`config.mk`:
```
export PLATFORM = sky130hd
export DESIGN_NAME = cfd_win
export DESIGN_NICKNAME = d
export VERILOG_FILES = /design/src/hw/rtl/cfd_pkg.sv /design/src/hw/rtl/cfd_win.sv
export SDC_FILE = /design/constraint.sdc
export NUM_CORES = 1
export LEC_CHECK = 0
export ABC_AREA = 1
export BUFFER_PORTS_ARGS = -buffer_cell sky130_fd_sc_hd__buf_2
export CAP_MARGIN = 20
export CELL_PAD_IN_SITES_DETAIL_PLACEMENT = 0
export CELL_PAD_IN_SITES_GLOBAL_PLACEMENT = 2
export CORE_UTILIZATION = 25
export CTS_CLUSTER_SIZE = 14
export DETAILED_ROUTE_END_ITERATION = 7
export PLACE_DENSITY_LB_ADDON = 0.1
export SLEW_MARGIN = 20
export SYNTH_ARGS = -nofsm -noshare
export SYNTH_HDL_FRONTEND = slang
export SYNTH_SLANG_ARGS = --single-unit
```
`constraint.sdc`:
```
create_clock -name clk -period 1.7 [get_ports clk]
set_input_delay 0 -clock clk [delete_from_list [all_inputs] [get_ports clk]]
set_output_delay 0 -clock clk [all_outputs]
set_load 0.01 [all_outputs]
```
`src/hw/rtl/cfd_pkg.sv`:
```
package cfd_pkg;

  localparam int IDX_W   = 21;
  localparam int CNT_W   = 20;
  localparam int CFG_W   = 21;
  localparam int OP_W    = 2;
  localparam int TAPI_W  = 8;
  localparam int COEF_W  = 24;
  localparam int SAMP_W  = 16;
  localparam int OUT_W   = 16;

  localparam logic [OP_W-1:0] OP_TAP     = 2'd0;
  localparam logic [OP_W-1:0] OP_PUSH    = 2'd1;
  localparam logic [OP_W-1:0] OP_RESTART = 2'd2;

  localparam logic REG_FIRST = 1'b0;
  localparam logic REG_COUNT = 1'b1;

  localparam logic [CNT_W-1:0] COUNT_RESET = 20'd100000;

  localparam logic [OUT_W-1:0] OUT_MAX = 16'h7FFF;
  localparam logic [OUT_W-1:0] OUT_MIN = 16'h8000;

  typedef struct packed {
    logic clear;
    logic shift;
    logic rotate;
  } cell_ctl_t;

  typedef struct packed {
    logic take;
    logic first;
    logic final_tap;
  } mac_req_t;

  typedef struct packed {
    logic done;
    logic emit;
    logic last;
  } win_res_t;

endpackage

```
`src/hw/rtl/cfd_win.sv`:
```
module cfd_win #(
  parameter int DECIMATION = 2
) (
  input  logic                          clk,
  input  logic                          rst,
  input  logic                          start,
  input  logic                          ge,
  input  logic [cfd_pkg::IDX_W-1:0]     delta,
  input  logic [cfd_pkg::CNT_W-1:0]     count,
  output cfd_pkg::win_res_t             res
);

  localparam int SH = cfd_pkg::IDX_W + $clog2(DECIMATION);
  localparam int MW = cfd_pkg::IDX_W + 2;
  localparam int PW = cfd_pkg::IDX_W + MW;
  localparam logic [MW-1:0] RECIP =
    MW'(((64'd1 << SH) + 64'(DECIMATION) - 64'd1) / 64'(DECIMATION));
  localparam logic [cfd_pkg::IDX_W-1:0] DIV = cfd_pkg::IDX_W'(DECIMATION);

  logic                        busy;
  logic                        fin;
  logic                        ge_r;
  logic                        hit;
  logic [cfd_pkg::IDX_W-1:0]   dsh;
  logic [cfd_pkg::IDX_W-1:0]   quo;
  logic [PW-1:0]               prod;
  logic [cfd_pkg::IDX_W-1:0]   quo_next;
  logic [cfd_pkg::IDX_W-1:0]   rem_next;
  logic [cfd_pkg::IDX_W:0]     quo_inc;

  // divide by the constant decimation through a reciprocal multiply
  always_comb begin
    prod     = {{MW{1'b0}}, dsh} * {{cfd_pkg::IDX_W{1'b0}}, RECIP};
    quo_next = cfd_pkg::IDX_W'(prod >> SH);
    rem_next = dsh - quo_next * DIV;
    quo_inc  = {1'b0, quo} + (cfd_pkg::IDX_W+1)'(1);
  end

  always_ff @(posedge clk) begin
    if (rst) begin
      busy <= 1'b0;
      fin  <= 1'b0;
    end else begin
      busy <= start;
      fin  <= busy;
    end
  end

  always_ff @(posedge clk) begin
    if (start) begin
      ge_r <= ge;
      dsh  <= delta;
    end
    if (busy) begin
      quo <= quo_next;
      hit <= (rem_next == '0);
    end
  end

  always_comb begin
    res.done = fin;
    res.emit = ge_r && hit && (quo < {1'b0, count});
    res.last = (quo_inc == {2'b00, count});
  end

endmodule

```
## Yosys cells after proc, flatten, opt, wreduce, memory -nomap -nowiden

Index checks and enable logic that the tools add are counted.

- Register bits: 45
- Input bits: 45
- Output and inout bits: 3
- Word-level logic and storage cells: 13

- $add $sub $neg: 2
- Order comparisons: 1
- Eq/ne operators: 1
- Reductions and logical operators: 3

Operator list:

| operator | number |
|---|---|
| adder 20 x 1 -> 21 bit (second input constant) | 1 |
| == test 21 x 20 -> 1 bit | 1 |
| logical NOT 21 bit | 1 |
| subtractor 21 bit | 1 |
| less-than comparator 20 bit | 1 |
| logical AND 1 bit | 2 |

## Longest topological paths before layout

- Depth after elaboration: 2
- Mapped depth: 13
- Gate-level depth less buffers: 13

## Worst setup path after synthesis

Ideal clock, no wire load.

- Path kind: register to output
- Start: register quo[1] in the netlist's numbering
- End: output port res[0] in the netlist's numbering
- Arrival: 1.482 ns
- Data required time: 1.700 ns
- Slack: 0.218 ns
- Stages on the path, launching flop included: 11
- Buffers on the path: 0
- Path through: edfxtp_1 > ha_1 > nand2_2 > nor2_8 > nand2_4 > nor2_4 > nand2_1 > xor2_1 > nor2_1 > nand2_1 > nor2_2

RTL lines:

| what | RTL line | text |
|---|---|---|
| start, declared | cfd_win.sv:25 | `logic [cfd_pkg::IDX_W-1:0] quo;` |
| start signal, assigned | cfd_win.sv:55 | `quo <= quo_next;` |
| end, declared | cfd_win.sv:10 | `output cfd_pkg::win_res_t res` |

==> metrics <==
Clock Latency Late Sink 0.30 ns; Vias/cell 3.98; area leader, netlist edfxtp_1; Post-layout nets 471; vias in the first global route 2,045; gr usage total 11.7%; Synth Instances 306; Ys Warns 0; Clk pwr share 32.5%; slew at the pin with the worst max-slew slack 0.502 ns; total grt overflow 0; Post-Synth XOR/XNOR Area 4.38%; switch share 24.4%; P&R area growth vs syn 37.7%; clk buf depth 2; Data arrival, critical path 1.98 ns; remaining antenna violation count 0; Post-Route WL 6.42 mm; chip width 108 um; cells on worst reg2reg path 1; ranking of synthesized cells by area edfxtp_1 (46%), nand2_1 (9.8%), ha_1 (9.4%); area occupied by multi-input gates 1330 um2; Hold Vio Cnt, Final 0; CTS tree done; Setup CP Type reg -> out; failing checks negative setup slack; number of CTS-inserted buffers 5; Yosys reg bits 45; dpl hpwl 5.30 mm; Seq pwr share 47.8%; flop2flop setup slack 0.76 ns; Clock Skew 0.0109 ns; Ports 48; mux cell area share after synthesis 0%; Hold Path End busy; Simple-Gate Fraction of Synth Area 27.6%; Int Pwr 2.16 mW; vias post-DR 2,174; commonest non-fill, non-tap cell in the layout nand2_1; Tmin final 1.98 ns; Seq/Total Area, Yosys 47.6%; Die H 108 um; hold path depth 3; first-pass GRT wire length 10.2 mm; Max Cap Viol 0; drt initial violations 69; post-synthesis adder-cell area fraction 9.39%; top cell type's share of synthesized area 46.2%; Worst Min Path Start start; Startpoint Class flop; RR Endpoint quo[10]; Slew Limit Fails 0; register area 1330 um2; worst relative slew slack 66.5%; CP endpoint kind output pin; fmax 505 MHz; setup TNS -0.390 ns; largest net degree at the start of global routing 24; RSZ-0062 raised after global routing true; post-layout util 35.4%; # diodes 0; Psw 699 uW; CP required 1.70 ns; wire per inst 11.8 um; die area 11,600 um2; worst r2r src busy; leakage power 1.80 nW; fill cell count 1,120; most frequent cells in the layout nand2_1 (72), inv_1 (50), buf_2 (47); largest family of logic cells by synthesized area simple AND/OR/NAND/NOR gates; overall power 2.86 mW; initial antenna violation count 0; core footprint 10,900 um2; Reg clk slew, reported paths 0.08 ns; Setup-failing EPs final 2; GP Congestion 0.752; Synth Net Count 372; crit-path max FO 6; Root Driver clkbuf_8; IO Port Bufs 47; Initial Util 25.7%; Synth Area in Compound Gates 3.40%; Gate power share 19.7%; pwr dens 742 nW/um2; # DRC 0; share of layout cells above drive strength 1 28.1%; placement row count 38; clock sinks 45; CTS H-tree depth 2; Max VDD drop 0.570 mV; Worst Hold Class in -> reg; mapped cell area 2800 um2; drt pass-1 iters 4; Final WS setup -0.279 ns; Avg Inst Size Synth 9.14 um2; Final Cycle Share 116%; crit path from quo[1]; Synth cell types 27; run status finished, violations left
worst max path at each step:
| stage | to | slack, ns |
|---|---|---|
| 2_1_floorplan | res[0] | 0.22 |
| 3_3_place_gp | res[1] | -0.004 |
| 3_5_place_dp | res[0] | -0.02 |
| 4_1_cts | res[0] | -0.30 |
| 5_1_grt | res[0] | -0.49 |
| 6_report | res[0] | -0.28 |
layer usage:
| layer | part of all wire [%] | track usage (%) |
|---|---|---|
| met1 | 51 | 16.3 |
| met2 | 45 | 18.6 |
| met3 | 2.8 | 1.51 |
| met4 | 1.3 | 4.11 |
| met5 | 0 | 0 |
through the flow:
stage / std cells / setup slack (ns) / area [um2] / hold WS, ns
3_3_place_gp: 508 / -0.00369 / 3330 / 0.176
5_1_grt: 546 / -0.489 / 3850 / 0.218
3_5_place_dp: 508 / -0.0233 / 3330 / 0.178
6_report: 546 / -0.279 / 3850 / 0.177
2_1_floorplan: 306 / 0.218 / 2800 / 0.0712
4_1_cts: 546 / -0.296 / 3820 / 0.180
Yosys cell counts:
cell type,count
nor2_2,5
a21o_1,1
nand2_2,5
o21ai_0,5
nand3b_1,1
a31oi_1,2
inv_2,3
nand2_4,2
a21oi_1,7
nor2_4,4
nand2_1,73
nand3_4,1
clkinv_1,2
inv_1,50
nor2_1,21
and2_1,1
edfxtp_1,43
buf_4,1
nor2_8,3
xor2_1,10
dfxtp_1,2
nand3_1,25
nand4_1,10
ha_1,21
o21bai_1,2
nor3_1,2
xnor2_1,4
power by group through the flow:
| stage | combinational [mW] | clock, mW | sequential, mW |
|---|---|---|---|
| after floorplan | 0.277 | 0 | 1.38 |
| after global placement | 0.482 | 0 | 1.39 |
| after detailed placement | 0.480 | 0 | 1.39 |
| after CTS | 0.562 | 0.956 | 1.37 |
| after global routing | 0.640 | 0.991 | 1.37 |
| final | 0.564 | 0.930 | 1.37 |
flip-flops by register name (all words and copies together) (netlist names):
register  cells
fin           1
dsh          21
ge_r          1
hit           1
busy          1
quo          20
critical path, stage by stage, from the launching register on:
cell and delay (ns):
edfxtp_1 0.43, buf_4 0.16, nand2_2 0.10, nor2_8 0.07, buf_12 0.13, buf_4 0.12, nand4_1 0.08, nand2_1 0.05
nand2_1 0.08, nand3_1 0.09, nor2_2 0.09, nand2_1 0.08, nor2_2 0.07, buf_2 0.13
layout make-up:
cell class | count | area share (%)
Multi-Input combinational cell | 205 | 34.6
Sequential cell | 45 | 34.5
Timing Repair Buffer | 93 | 17.5
Inverter | 55 | 5.36
Tap cell | 140 | 4.55
Clock buffer | 5 | 1.79
Clock inverter | 3 | 1.69
cell families (layout without fill, tap and decap cells):
| logic type | after synthesis | in the layout |
|---|---|---|
| xor gates and xnor gates | 14 | 14 |
| buffers and inverters | 56 | 156 |
| AOI/OAI and AO/OA | 17 | 17 |
| adders and majority gates | 21 | 21 |
| DFF | 45 | 45 |
| and+or+nand+nor | 153 | 153 |
repair_timing:
| action | in CTS | in global routing |
|---|---|---|
| endpoints found under the hold margin | 24 | 0 |
| hold buffers | 23 | 0 |
| setup buffers | 8 | 0 |
| resized for setup | 12 | 9 |
| endpoints found under the setup margin | 2 | 2 |
| pin swaps | 8 | 7 |
Note: power is estimated with default switching activity, not from simulation.
