===== src/hw/rtl/cfd_pkg.sv =====
package cfd_pkg;

  localparam int IDX_W   = 21;
  localparam int CNT_W   = 20;
  localparam int CFG_W   = 21;
  localparam int OP_W    = 2;
  localparam int TAPI_W  = 8;
  localparam int COEF_W  = 24;
  localparam int SAMP_W  = 16;
  localparam int OUT_W   = 16;

  localparam logic [OP_W-1:0] OP_TAP     = 2'd0;
  localparam logic [OP_W-1:0] OP_PUSH    = 2'd1;
  localparam logic [OP_W-1:0] OP_RESTART = 2'd2;

  localparam logic REG_FIRST = 1'b0;
  localparam logic REG_COUNT = 1'b1;

  localparam logic [CNT_W-1:0] COUNT_RESET = 20'd100000;

  localparam logic [OUT_W-1:0] OUT_MAX = 16'h7FFF;
  localparam logic [OUT_W-1:0] OUT_MIN = 16'h8000;

  typedef struct packed {
    logic clear;
    logic shift;
    logic rotate;
  } cell_ctl_t;

  typedef struct packed {
    logic take;
    logic first;
    logic final_tap;
  } mac_req_t;

  typedef struct packed {
    logic done;
    logic emit;
    logic last;
  } win_res_t;

endpackage


===== src/hw/rtl/cfd_mac.sv =====
module cfd_mac #(
  parameter int TAPS           = 129,
  parameter int COEF_FRAC_BITS = 16
) (
  input  logic                                  clk,
  input  logic                                  rst,
  input  cfd_pkg::mac_req_t                     req,
  input  logic signed [cfd_pkg::SAMP_W-1:0]     hist_re,
  input  logic signed [cfd_pkg::SAMP_W-1:0]     hist_im,
  input  logic signed [cfd_pkg::COEF_W-1:0]     coef,
  output logic                                  done,
  output logic [cfd_pkg::OUT_W-1:0]             res_re,
  output logic [cfd_pkg::OUT_W-1:0]             res_im
);

  localparam int PROD_W = cfd_pkg::SAMP_W + cfd_pkg::COEF_W;
  localparam int ACC_W  = PROD_W + $clog2(TAPS);
  localparam int QW     = ACC_W - COEF_FRAC_BITS;

  logic                       v1;
  logic                       first1;
  logic                       final1;
  logic signed [PROD_W-1:0]   prod_re;
  logic signed [PROD_W-1:0]   prod_im;
  logic signed [ACC_W-1:0]    acc_re;
  logic signed [ACC_W-1:0]    acc_im;
  logic                       fin2;
  logic [QW-1:0]              q_re;
  logic [QW-1:0]              q_im;
  logic                       inc_re;
  logic                       inc_im;
  logic                       fin3;

  function automatic logic round_up(input logic [ACC_W-1:0] a);
    logic [COEF_FRAC_BITS-1:0] rem;
    logic [COEF_FRAC_BITS-1:0] half;
    rem  = a[COEF_FRAC_BITS-1:0];
    half = {1'b1, {(COEF_FRAC_BITS-1){1'b0}}};
    return (rem > half) || ((rem == half) && a[COEF_FRAC_BITS]);
  endfunction

  function automatic logic [cfd_pkg::OUT_W-1:0] saturate(input logic [QW-1:0] q,
                                                         input logic inc);
    logic [QW:0]                 s;
    logic [QW-cfd_pkg::OUT_W+1:0] hi;
    s  = {q[QW-1], q} + (QW+1)'(inc);
    hi = s[QW:cfd_pkg::OUT_W-1];
    if ((&hi) || !(|hi)) begin
      return s[cfd_pkg::OUT_W-1:0];
    end
    return s[QW] ? cfd_pkg::OUT_MIN : cfd_pkg::OUT_MAX;
  endfunction

  always_ff @(posedge clk) begin
    if (rst) begin
      v1   <= 1'b0;
      fin2 <= 1'b0;
      fin3 <= 1'b0;
      done <= 1'b0;
    end else begin
      v1   <= req.take;
      fin2 <= v1 && final1;
      fin3 <= fin2;
      done <= fin3;
    end
  end

  always_ff @(posedge clk) begin
    first1  <= req.first;
    final1  <= req.final_tap;
    prod_re <= hist_re * coef;
    prod_im <= hist_im * coef;
    if (v1) begin
      acc_re <= first1 ? ACC_W'(prod_re) : acc_re + ACC_W'(prod_re);
      acc_im <= first1 ? ACC_W'(prod_im) : acc_im + ACC_W'(prod_im);
    end
    if (fin2) begin
      q_re   <= acc_re[ACC_W-1:COEF_FRAC_BITS];
      q_im   <= acc_im[ACC_W-1:COEF_FRAC_BITS];
      inc_re <= round_up(acc_re);
      inc_im <= round_up(acc_im);
    end
    if (fin3) begin
      res_re <= saturate(q_re, inc_re);
      res_im <= saturate(q_im, inc_im);
    end
  end

endmodule


===== config.mk =====
export PLATFORM = sky130hd
export DESIGN_NAME = cfd_mac
export DESIGN_NICKNAME = d
export VERILOG_FILES = /design/src/hw/rtl/cfd_pkg.sv /design/src/hw/rtl/cfd_mac.sv
export SDC_FILE = /design/constraint.sdc
export NUM_CORES = 2
export LEC_CHECK = 0
export ABC_AREA = 1
export BUFFER_PORTS_ARGS = -buffer_cell sky130_fd_sc_hd__buf_2
export CORE_UTILIZATION = 46
export DETAILED_ROUTE_END_ITERATION = 8
export MAX_ROUTING_LAYER = met4
export PLACE_DENSITY = 0.63
export SYNTH_ARGS = -nofsm -noshare
export SYNTH_HDL_FRONTEND = slang
export SYNTH_SLANG_ARGS = --single-unit

===== constraint.sdc =====
create_clock -name clk -period 8.7 [get_ports clk]
set_clock_uncertainty 0.05 [all_clocks]
set_input_delay 0.435 -clock clk [delete_from_list [all_inputs] [get_ports clk]]
set_output_delay 0.435 -clock clk [all_outputs]
set_load 0.02 [all_outputs]

Yosys cells after proc, flatten, opt, wreduce, memory -nomap -nowiden
Cells that the tools add are included.
{"block": "classes", "add_sub_neg": 4, "mul": 2, "order_cmp": 2, "eq_ne": 2, "n_mux": 12, "reduce_logical": 13}
{"op": "48-bit by 40-bit adder with 48-bit output", "n": 2}
{"op": "16-bit two-way mux", "n": 6}
{"op": "48-bit two-way mux", "n": 2}
{"op": "16-bit by 24-bit multiplier with 40-bit output", "n": 2}
{"op": "32-bit by 2-bit adder with 33-bit output", "n": 2}
{"op": "18-bit AND reduction", "n": 2}
{"op": "18-bit OR reduction", "n": 2}
{"op": "16-bit equality test (second input constant)", "n": 2}
{"op": "16-bit > comparator (second input constant)", "n": 2}
{"op": "1-bit logical OR", "n": 4}
{"op": "1-bit two-way mux", "n": 4}
{"op": "1-bit logical AND", "n": 3}
{"op": "1-bit logical NOT", "n": 2}
{"block": "totals", "regBits": 280, "inputBits": 61, "output_inout_bits": 33, "wordCells": 51}

Logic depth before layout (Yosys ltp)
{"block": "logic_depth", "depth_word": 7, "depth_mapped": 26, "depth_no_buf": 25}

Worst setup path before layout
OpenSTA, ideal clock, no wires.
{"block": "synth_timing", "path_type": "in2reg", "start": "in coef[23] in the netlist's numbering", "end": "reg prod_re[38]", "setup_time_ns": 0.072, "arrival_ns": 5.627, "required_ns": 8.578, "slack_ns": 2.951, "stages": 21, "n_path_buf": 1, "cell_sequence": "clkbuf_1 > nand2_1 > fa_1 > inv_1 > fa_1 > inv_1 > fa_1 > inv_1 > fa_1 > inv_1 > fa_1 > fa_1 > inv_1 > ha_1 > inv_1 > nor3_1 > inv_1 > nor3_1 > nand3_1 > nand3_1 > xor2_1"}
{"block": "synth_between", "elab_chain_cells": 1}
{"element": "start: declaration", "line_no": "cfd_mac.sv:10", "source": "input logic signed [cfd_pkg::COEF_W-1:0] coef,"}
{"element": "16-bit by 24-bit multiplier with 40-bit output", "line_no": "cfd_mac.sv:71", "source": "prod_re <= hist_re * coef;"}
{"element": "end signal: assignment", "line_no": "cfd_mac.sv:71"}
{"element": "end: declaration", "line_no": "cfd_mac.sv:23", "source": "logic signed [PROD_W-1:0] prod_re;"}
Every way passes these cells.
A chain may end at the register's enable or synchronous reset.

Worst setup path in the final report
{"block": "layout_timing", "start": "in coef[23] in the netlist's numbering", "end": "reg prod_re[39]"}
Same word-level chain as after synthesis.

==> qor.yml <==
worst_setup_path:
  crit_chain: "buf_2 > nand2_1 > fa_1 > inv_1 > fa_1 > inv_1 > fa_1 > inv_1 > fa_1 > inv_1 > fa_1 > fa_1 > inv_1 > ha_1 > nand3_1 > nor4_1 > nand3_1 > nand3_1 > xor2_1"
  start_kind: "primary input"
  cp_top_family: "adder cells"
  worst-setup-path-type: "primary input to flop"
  cp-end-kind: "flop"
  crit_required_ps: 9130
  max_stage_delay_ps: 700
  path_buf_inv: 6
  cp_common_cell: "fa_1"
  cp_slowest_cell: "fa_1"
  cp_max_fo: 32
  crit_arrival_ps: 6620
placement:
  hpwl_um: 108000
  gp_congestion: 1.01
  io_buffer_count: 93
clock_network:
  tritoncts: "yes"
  cts_root_buffer: "clkbuf_16"
  cts_max_level: 1
  postCtsSetupBuffers: 0
  clk-insertion-delay-late_ps: 570
  clock_path_buffers: 3
  clkTransAtPathRegs_ps: 60
  clock-sinks: 280
  cts_buffers: 29
synthesis:
  ys_types: 46
  synthTopCellsByArea: "fa_1, nand2_1, edfxtp_1"
  synth-seq-cells: 280
  syn_inst: 6174
  avgSynthCellArea_um2: 7.58
  synth-seq-area-share: 0.161
  synth_commonest_cells: "nand2_1, inv_1, fa_1"
  netlist_area_um2: 46800
  yosysMostFrequentCell: "nand2_1"
  synth_nets: 7279
  synth_edf_count: 194
  yosysTopAreaCell: "fa_1"
  synth_top_area_frac: 0.321
  ys.flop_type: "edfxtp_1"
  yosysWarnings: 0
  synthArstFlopShare: 0
grt:
  first_global_vias: 40200
  grt_overflow: 0
  grt_pass1_wl_um: 216000
  grt_max_degree: 72
  grt_usage: 0.274
  antenna_found_initial: 0
drt:
  wl_per_cell_um: 17.8
  drc: 0
  firstDrtPassIters: 7
  routed_wl_um: 134000
  num_vias: 38500
  post_drt_via_cell_ratio: 5.11
  dr.first_iter.drc_count: 2543
  ant_nets: 0
floorplanning:
  ios: 94
  placementRows: 116
  die_h_um: 321
  die_w_um: 321
  core_region_area_um2: 100000
  initial_core_util: 0.466
  die-area_um2: 103000
timing:
  finalMaxSlewViolations: 0
  finalSetupTns_ps: 0
  slew_headroom: 0.312
  period_needed_ps: 6190
  max_freq_mhz: 161
  setup_violations: 0
  worst_pin_slew_ps: 1030
  rsz0062_at_grt: "no"
  timing.final.crit_share: 0.712
  finalHoldViolations: 0
finish:
  fill_cells: 10200
  drive_above_1_share: 0.0357
  area_delta_synth_final_pct: 5.58
  diodes: 0
  layout.nets: 7254
run:
  max_cap_violations: 0
status:
  status: "finished clean"
worst_hold_path:
  hp-class: "primary input to flop"
## layout make-up
class,count,area (µm²),area share
sequential,280,7560,0.153
clock buffer,36,813,0.0165
tap,1357,1700,0.0344
multi-input combinational,4238,33000,0.668
clock inverter,17,169,0.00342
inverter,1496,5620,0.114
timing repair buffer,104,556,0.0112
## worst paths after layout
check                                from           to  slack, ps  depth (start not counted)
worst max-delay path             coef[23]  prod_re[39]       2510                         19
worst min-delay path               req[2]           v1         30                          3
worst max register to register  acc_im[0]   acc_im[30]       5610                         12
worst min register to register     final1         fin2        370                          2
## per-layer routing
| layer | global-route usage | wire length (µm) | share of wire |
|---|---|---|---|
| met1 | 0.368 | 60100 | 0.45 |
| met2 | 0.442 | 61800 | 0.46 |
| met3 | 0.0224 | 7400 | 0.055 |
| met4 | 0.0850 | 4670 | 0.035 |
| met5 | - | 0 | 0 |
## worst reg2reg max path, stage by stage (launching register included)
cell,delay [ps]
edfxtp_1,370
ha_1,180
inv_1,60
fa_1,380
inv_1,110
nand3_1,70
nand2_1,160
a21boi_0,160
o21ai_0,720
nand2_1,120
nand2_1,210
xnor2_1,140
o21ai_0,90
## through the flow
stage	worst slack, ps	cell area [µm²]	hold WS (ps)	utilization	instances
after floorplan	2950	46800	345	-	6174
after global placement	1860	48400	369	0.482	7472
after detailed placement	1810	48400	357	0.482	7472
after CTS	2410	49400	0.0278	0.492	7528
after global routing	1910	49400	15.5	0.492	7528
final	2510	49400	26.7	0.492	7528
## flip-flops by register name, summed over array words and instances, names as in the netlist, 16 cells and up
name     flops
acc_im      48
acc_re      48
prod_im     40
prod_re     40
q_im        32
q_re        32
res_im      16
res_re      16
## logic make-up after synthesis
kind of cell               count (synthesis)  synth area share
AOI/OAI and AO/OA                        516            0.0608
xor gates and xnor gates                 136            0.0255
adders and majority gates               1044             0.400
buffers and inverters                   1656             0.134
DFF                                      280             0.161
and+or+nand+nor                         2542             0.219
## cells in the final DEF, fill, tap and decap left out, types with 36 or more instances in the layout
cell	instances
nand2_1	1678
inv_1	1495
fa_1	750
nor2_1	481
ha_1	294
a21oi_1	220
nand3_1	210
edfxtp_1	194
o21ai_0	186
buf_2	93
dfxtp_1	83
xor2_1	82
xnor2_1	54
nand4_1	42
nor3_1	38
or2_2	36
## repair_timing
action,4_1_cts,5_1_grt
resized for setup,0,0
hold buffers,3,0
endpoints found under the hold margin,5,0
Power is left out: the tool's default activity adds up to more than one toggle a clock period on the data nets, which glitch-free logic cannot reach.
