## src/hw/rtl/cfd_pkg.sv

```systemverilog
package cfd_pkg;

  localparam int IDX_W   = 21;
  localparam int CNT_W   = 20;
  localparam int CFG_W   = 21;
  localparam int OP_W    = 2;
  localparam int TAPI_W  = 8;
  localparam int COEF_W  = 24;
  localparam int SAMP_W  = 16;
  localparam int OUT_W   = 16;

  localparam logic [OP_W-1:0] OP_TAP     = 2'd0;
  localparam logic [OP_W-1:0] OP_PUSH    = 2'd1;
  localparam logic [OP_W-1:0] OP_RESTART = 2'd2;

  localparam logic REG_FIRST = 1'b0;
  localparam logic REG_COUNT = 1'b1;

  localparam logic [CNT_W-1:0] COUNT_RESET = 20'd100000;

  localparam logic [OUT_W-1:0] OUT_MAX = 16'h7FFF;
  localparam logic [OUT_W-1:0] OUT_MIN = 16'h8000;

  typedef struct packed {
    logic clear;
    logic shift;
    logic rotate;
  } cell_ctl_t;

  typedef struct packed {
    logic take;
    logic first;
    logic final_tap;
  } mac_req_t;

  typedef struct packed {
    logic done;
    logic emit;
    logic last;
  } win_res_t;

endpackage

```

## src/hw/rtl/cfd_cell.sv

```systemverilog
module cfd_cell (
  input  logic                                  clk,
  input  logic                                  rst,
  input  cfd_pkg::cell_ctl_t                    ctl,
  input  logic                                  coef_we,
  input  logic signed [cfd_pkg::COEF_W-1:0]     coef_wdata,
  input  logic signed [cfd_pkg::SAMP_W-1:0]     nbr_re,
  input  logic signed [cfd_pkg::SAMP_W-1:0]     nbr_im,
  input  logic signed [cfd_pkg::COEF_W-1:0]     nbr_coef,
  output logic signed [cfd_pkg::SAMP_W-1:0]     hist_re,
  output logic signed [cfd_pkg::SAMP_W-1:0]     hist_im,
  output logic signed [cfd_pkg::COEF_W-1:0]     coef
);

  always_ff @(posedge clk) begin
    if (rst || ctl.clear) begin
      hist_re <= '0;
      hist_im <= '0;
    end else if (ctl.shift) begin
      hist_re <= nbr_re;
      hist_im <= nbr_im;
    end
  end

  always_ff @(posedge clk) begin
    if (coef_we) begin
      coef <= coef_wdata;
    end else if (ctl.rotate) begin
      coef <= nbr_coef;
    end
  end

endmodule

```

## config.mk

```make
export PLATFORM = sky130hd
export DESIGN_NAME = cfd_cell
export DESIGN_NICKNAME = d
export VERILOG_FILES = /design/src/hw/rtl/cfd_pkg.sv /design/src/hw/rtl/cfd_cell.sv
export SDC_FILE = /design/constraint.sdc
export NUM_CORES = 1
export LEC_CHECK = 0
export BUFFER_PORTS_ARGS = -buffer_cell sky130_fd_sc_hd__buf_4
export CORE_UTILIZATION = 42
export CTS_BUF_LIST = sky130_fd_sc_hd__clkbuf_16
export DETAILED_ROUTE_END_ITERATION = 10
export PLACE_DENSITY = 0.81
export RECOVER_POWER = 50
export SLEW_MARGIN = 20
export SYNTH_ARGS = -nofsm -noshare
export SYNTH_HDL_FRONTEND = slang
export SYNTH_SLANG_ARGS = --single-unit
export TNS_END_PERCENT = 5
```

## constraint.sdc

```tcl
create_clock -name clk -period 1.88 [get_ports clk]
set_clock_uncertainty 0.2 [all_clocks]
set_input_delay 0.282 -clock clk [delete_from_list [all_inputs] [get_ports clk]]
set_output_delay 0.282 -clock clk [all_outputs]
set_load 0.02 [all_outputs]
```

* After elaboration in Yosys (flattened, before gate mapping)
Index checks and enable logic that the tools add are counted.
Word-level totals: bits in registers 56, bits in latches 0, bits in writable memories 0, bits in read-only memories 0, output and inout bits 56, memories 0
Operators by class: $add $sub $neg 0, multiply operators 0, divide/modulo/power cells 0, order comparisons 0, equality and inequality tests 0, shift operators 0, mux-type cells 2, bitwise operators 0, reductions and logical operators 2
Operators with widths (count):
- $mux W24 | 2
- $reduce_bool A2 Y1 | 1
- $logic_or A1 B1 Y1 | 1

* Depth between registers and ports, before layout
Gate-level depths: netlist of the first run.
word-level depth 2, mapped depth 4, depth with buffers taken out 2

* Least setup slack after synthesis of the first run
Ideal clock, no wire load.
path type input-to-reg, start point input coef_we, end point register coef[0] in the netlist's numbering, enable pin, setup time 310 ps, arrival time 1013 ps, setup slack 356 ps, stages 3, buffers on the path 2, cell sequence buf_6 buf_6 or2_2
On the way: cells in the longest elaborated chain, start to end 1
RTL lines:
- start, declared | line cfd_cell.sv:5 | input logic coef_we,
- $reduce_bool A2 Y1 (no line)
- end signal, assigned | line cfd_cell.sv:27 | coef <= coef_wdata;
- end signal, assigned | line cfd_cell.sv:29 | coef <= nbr_coef;
- end, declared | line cfd_cell.sv:12 | output logic signed [cfd_pkg::COEF_W-1:0] coef
No other way between the ends. A chain may end at the register's enable or synchronous reset.

==> reports/qor.csv, run 1 <==
metric;value;unit
vias in the first global route;1468;
antenna violations before repair;0;
setup tns final;0;ns
core box area;5172;um2
Sink Count;56;
status;completed;
Seq cells post-synth;56;
DR vias;1687;
die width;75.62;um
critical path startpoint category;input port;
Post-synth EDFFs;24;
Routed WL;4.866;mm
Slew @ Worst Pin;1.048;ns
routed length per instance;13.26;um
syn avg cell area;14.50;um2
GR Util met3;9.524;%
Reg2Reg Capture Point;hist_re[15]$_SDFFE_PP0P_;
Max-Slew Margin vs Limit;30.15;%
GRT met1 Usage;16.75;%
worst hold path class;in2reg;
Final setup viols;0;
Slew Limit Fails;0;
Die H;75.62;um
Final min period;1.460;ns
met2 Resource Use GR;27.88;%
GRT busiest layer;met2;
yosys warns;0;
Place WS;0.3713;ns
share of the yosys chip area belonging to registers;59.81;%
ANT cells;0;
Crit Path Max Fanout;32;
worst flop-to-flop path startpoint;hist_re[15]$_SDFFE_PP0P_;
# IOs;142;
Post CTS Setup Buffer Count;0;
Area growth syn-to-layout;49.42;%
worst skew pair latency;0.28;ns
crit end category;flip-flop;
GRT overflow;0;
Async SR Flop Fraction;0;%
Post-synth top cells;dfxtp_1, mux2i_1, nor2_1;
Via density;4.597;
Tcrit/Tclk final;77.68;%
CTS Buf Count;5;
Post-DP HPWL;3.723;mm
Remaining DRCs;0;
CTS tree;yes;
Lkg Pwr;1.627;nW
cells after synthesis;157;
Final GP Congestion;0.7271;
mapped cell area;2276;um2
hold-fix buffers at CTS;0;
Synth Flop Type;dfxtp_1;
CTS resizes;0;
dominant cell type by area after synthesis;edfxtp_1;
pin count of the biggest net entering global routing;33;
required time of the worst setup path;1.84;ns
Nets;383;
max-cap viol count;0;
Setup CP Type;in2reg;
RSZ-0062 raised after global routing;false;
Worst setup endpoint;hist_im[0]$_SDFFE_PP0P_;
final hold vios;0;
first-pass detailed-route iteration total;4;
Worst-path clk slew;0.07;ns
Root Driver;clkbuf_16;
R2R setup slack;1.06;ns
ANT nets after route;0;
number of distinct library cells after synthesis;10;
worst reg-to-reg path cell count;2;
Die Area;5718;um2
FF+latch area;1361;um2
hold path cells;3;
Clock H-tree levels;2;
Synth Net Count;243;
Crit path arrival time;1.42;ns
PortBufs;141;
multi-input logic area;730.7;um2
fillers;408;
main area contributors after synthesis;edfxtp_1, dfxtp_1, mux2i_1;
start point of the critical path;ctl[1];
worst-case clock buffer depth;2;
fraction of layout cells with a size suffix above 1;52.86;%
first-pass GRT wire length;6.686;mm
power per cell area;808.2;nW/um2
top cell type's share of synthesized area;31.67;%
Fmax;684.7;MHz
Worst VDD drop;514.6;uV
number of DRC markers in iteration 0;42;
Starting Density;44.00;%
setup ws final;0.4196;ns
num rows;26;
GRT Util Overall;16.16;%
cell usage in the layout, fill, tap and decap left out:
master / Yosys / final
buf_4: 1 / 141
mux2i_1: 32 / 32
nor2_1: 32 / 32
dfxtp_1: 32 / 32
edfxtp_1: 24 / 24
mux2_1: 0 / 17
mux2_2: 5 / 5
clkbuf_16: 0 / 5
mux2_4: 19 / 2
inv_1: 0 / 2
clkbuf_2: 0 / 2
or2_2: 1 / 1
or2_1: 1 / 1
buf_12: 0 / 1
power by group:
part	total (mW)	switching [mW]	internal (mW)
clock	0.852	0.375	0.477
sequential	1.38	0.0257	1.36
combinational	0.514	0.235	0.279
through the flow:
step / utilization (%) / cell area, um2 / hold WS (ns) / cells / total power, mW
2_1_floorplan: - / 2276 / 0.2292 / 157 / 1.688
3_3_place_gp: 64.76 / 3349 / 0.2748 / 360 / 1.952
3_5_place_dp: 64.76 / 3349 / 0.2834 / 360 / 1.960
4_1_cts: 67.32 / 3482 / 0.03121 / 367 / 2.807
5_1_grt: 65.75 / 3401 / 0.02896 / 367 / 2.872
6_report: 65.75 / 3401 / 0.03284 / 367 / 2.748
flip-flops by register name (all words and copies together) (netlist names):
signal	count
hist_im	16
hist_re	16
coef	24
layout make-up:
| type | instances | share of cell area [%] |
|---|---|---|
| clock buffers | 5 | 3.679 |
| clock inverters | 2 | 0.2208 |
| multi-input cells | 90 | 21.49 |
| flip-flops and latches | 56 | 40.03 |
| well taps | 70 | 2.575 |
| repair buffers | 144 | 32.01 |
per-layer routing:
metal	part of all wire, %	up-vias	routed length (um)
met5	0	-	0
met3	13	4	628
li1	-	826	-
met1	37	762	1823
met2	49	95	2370
met4	0.88	0	43
critical path, stage by stage:
cell      delay [ns]
clkbuf_2        0.77
mux2i_1         0.29
nor2_1          0.06
kinds of logic after synthesis:
| group | after synthesis | synth area share, % |
|---|---|---|
| AND/OR/NAND/NOR | 34 | 5.828 |
| multiplexers | 56 | 29.08 |
| buffers and inverters | 11 | 5.278 |
| flip-flops | 56 | 59.81 |
worst min-delay path by stage:
stage | start | to | slack [ns]
2_1_floorplan | nbr_im[0] | hist_im[0]$_SDFFE_PP0P_ | 0.23
3_3_place_gp | hist_im[11]$_SDFFE_PP0P_ | hist_im[11]$_SDFFE_PP0P_ | 0.27
3_5_place_dp | hist_re[7]$_SDFFE_PP0P_ | hist_re[7]$_SDFFE_PP0P_ | 0.28
4_1_cts | nbr_im[10] | hist_im[10]$_SDFFE_PP0P_ | 0.03
5_1_grt | nbr_im[12] | hist_im[12]$_SDFFE_PP0P_ | 0.03
6_report | nbr_re[0] | hist_re[0]$_SDFFE_PP0P_ | 0.03
Note: power is estimated with default switching activity, not from simulation.
==> run 2, diff against run 1 <==
--- a/config.mk
+++ b/config.mk
@@ -5,8 +5,9 @@
 export SDC_FILE = /design/constraint.sdc
 export NUM_CORES = 1
 export LEC_CHECK = 0
+export ABC_AREA = 1
 export BUFFER_PORTS_ARGS = -buffer_cell sky130_fd_sc_hd__buf_4
-export CORE_UTILIZATION = 42
+export CORE_UTILIZATION = 43
 export CTS_BUF_LIST = sky130_fd_sc_hd__clkbuf_16
 export DETAILED_ROUTE_END_ITERATION = 10
 export PLACE_DENSITY = 0.81
==> constraint.sdc (replaced) <==
create_clock -name clk -period 1.5 [get_ports clk]
set_clock_uncertainty 0.2 [all_clocks]
set_input_delay 0.225 -clock clk [delete_from_list [all_inputs] [get_ports clk]]
set_output_delay 0.225 -clock clk [all_outputs]
set_load 0.02 [all_outputs]
==> reports/qor.csv, run 2 <==
metric;value;unit
most frequent cells in the layout;buf_4, nand2_1, nor2_1;
share of the yosys chip area belonging to registers;56.84;%
fillers;448;
Slew @ Worst Pin;0.6092;ns
routed length per instance;10.52;um
syn avg cell area;7.826;um2
Die Area;5871;um2
Setup CP Type;reg2out;
Via density;4.320;
Worst VDD drop;798.7;uV
mapped cell area;2395;um2
worst hold path class;in2reg;
number of DRC markers in iteration 0;68;
largest registers;coef: 24 flops, hist_im: 16 flops, hist_re: 16 flops;
Synth Flop Type;dfxtp_1;
Post CTS Setup Buffer Count;0;
Final setup viols;0;
worst skew pair latency;0.28;ns
PortBufs;141;
simple-gate share of the synthesized area;32.08;%
max-cap viol count;0;
Starting Density;45.72;%
most numerous cell in the Yosys netlist;nand2_1;
WHS;0.003731;ns
main combinational cell family by area after synthesis;simple AND/OR/NAND/NOR gates;
top cell type's share of synthesized area;30.09;%
Synth Net Count;392;
main area contributors after synthesis;edfxtp_1, dfxtp_1, nand2_1;
core box area;5238;um2
number of distinct library cells after synthesis;11;
Remaining DRCs;0;
ANT nets after route;0;
Worst-path clk slew;0.07;ns
GRT overflow;0;
CTS Buf Count;5;
critical path startpoint category;flip-flop;
CTS tree;yes;
slowest stage delay, CP;0.41;ns
Clock H-tree levels;2;
pin count of the biggest net entering global routing;33;
Lkg Pwr;1.954;nW
Final GP Congestion;0.7589;
fraction of layout cells with a size suffix above 1;34.98;%
Root Driver;clkbuf_16;
Crit path arrival time;0.87;ns
Post-synth top cells;nand2_1, nor2_1, dfxtp_1, inv_1, edfxtp_1;
internal power;2.775;mW
# IOs;142;
sw frac;24.58;%
Routed WL;5.429;mm
CP bufs+invs;1;
crit-path cells;buf_4;
Max-Slew Margin vs Limit;59.38;%
RSZ-0062 raised after global routing;false;
XOR/XNOR share of the synthesized area;0;%
sequential fraction of design power;47.6;%
Post-DP HPWL;4.185;mm
hold-fix buffers at CTS;1;
Tcrit/Tclk final;86.13;%
mux contribution to synthesized area;0;%
most common cell after layout, fill and taps aside;buf_4;
Worst path top cell family by delay;flip-flops;
GRT Util Overall;19.15;%
final hold vios;0;
part of the power in combinational logic;19.3;%
max reg flops;24;
required time of the worst setup path;1.07;ns
Reg with most FFs;coef;
Slew Limit Fails;0;
yosys warns;0;
Sink Count;56;
first-pass detailed-route iteration total;4;
Fmax;774.0;MHz
antenna violations before repair;0;
CTS resizes;0;
critical path's slowest cell;edfxtp_1;
power per cell area;1018;nW/um2
Clock power frac;33.1;%
crit end category;output pin;
Nets;531;
Die H;76.63;um
worst-case clock buffer depth;2;
setup tns final;0;ns
num rows;26;
status;completed;
DR vias;2229;
Switch Pwr;904.2;uW
Area growth syn-to-layout;50.84;%
cells after synthesis;306;
Tot Pwr;3.679;mW
Seq cells post-synth;56;
ANT cells;0;
dominant cell type by area after synthesis;edfxtp_1;
die width;76.63;um
Final min period;1.292;ns
vias in the first global route;2049;
Crit Path Max Fanout;1;
first-pass GRT wire length;8.983;mm
Post-synth EDFFs;24;
Async SR Flop Fraction;0;%
post-synthesis compound-gate area fraction;0;%
post-synthesis adder-cell area fraction;0;%
-- run 2: changes by cell type after synthesis, sizes merged --
cell   delta
mux2i    -32
nor2     +33
nand2   +136
buf       +4
inv      +33
mux2     -24
or2       -1
-- run 2: cell families (layout without fill, tap and decap cells) --
kind of cell           after synthesis  count (layout)
AND/OR/NAND/NOR                    202             202
flip-flops                          56              56
buffers and inverters               48             188
-- run 2: path summary, 6_finish.rpt --
path,from,to,cells after the start,slack (ns)
hold / removal,nbr_coef[3],coef[3]$_DFFE_PP_,3,0.004
hold reg to reg,hist_re[3]$_SDFFE_PP0P_,hist_re[3]$_SDFFE_PP0P_,2,0.27
setup reg to reg,hist_im[3]$_SDFFE_PP0P_,hist_im[3]$_SDFFE_PP0P_,2,0.72
setup / recovery,coef[0]$_DFFE_PP_,coef[0],1,0.21
-- run 2: per-stage QoR --
step           area [um2]  utilization [%]  std cells  setup WS, ns
2_1_floorplan        2395                -        306        0.1579
3_3_place_gp         3462            66.10        507        0.1183
3_5_place_dp         3462            66.10        507       0.07394
4_1_cts              3635            69.40        516        0.1878
5_1_grt              3612            68.97        516        0.1746
6_report             3612            68.97        516        0.2080
-- run 2: layout make-up --
cell class | instances | area (um2) | area share (%)
clock buffer | 6 | 150.1 | 4.157
sequential | 56 | 1361 | 37.69
clock inverter | 2 | 12.51 | 0.3464
tap | 70 | 87.58 | 2.425
inverter | 33 | 123.9 | 3.429
multi-input combinational | 202 | 760.7 | 21.06
timing repair buffer | 147 | 1116 | 30.90
-- run 2: power by group through the flow --
stage | clock, mW | combinational [mW] | sequential (mW)
after CTS | 1.25 | 0.725 | 1.75
final | 1.22 | 0.708 | 1.75
after detailed placement | 0 | 0.722 | 1.79
after floorplan | 0 | 0.216 | 1.92
after global placement | 0 | 0.711 | 1.78
after global routing | 1.32 | 0.775 | 1.76
-- run 2: layer usage --
| metal | track usage (%) | vias to the layer above | wire, um |
|---|---|---|---|
| li1 | - | 1172 | - |
| met1 | 21.40 | 943 | 2175 |
| met2 | 33.69 | 108 | 2618 |
| met3 | 8.383 | 6 | 598 |
| met4 | 3.846 | 0 | 36 |
| met5 | 0 | - | 0 |
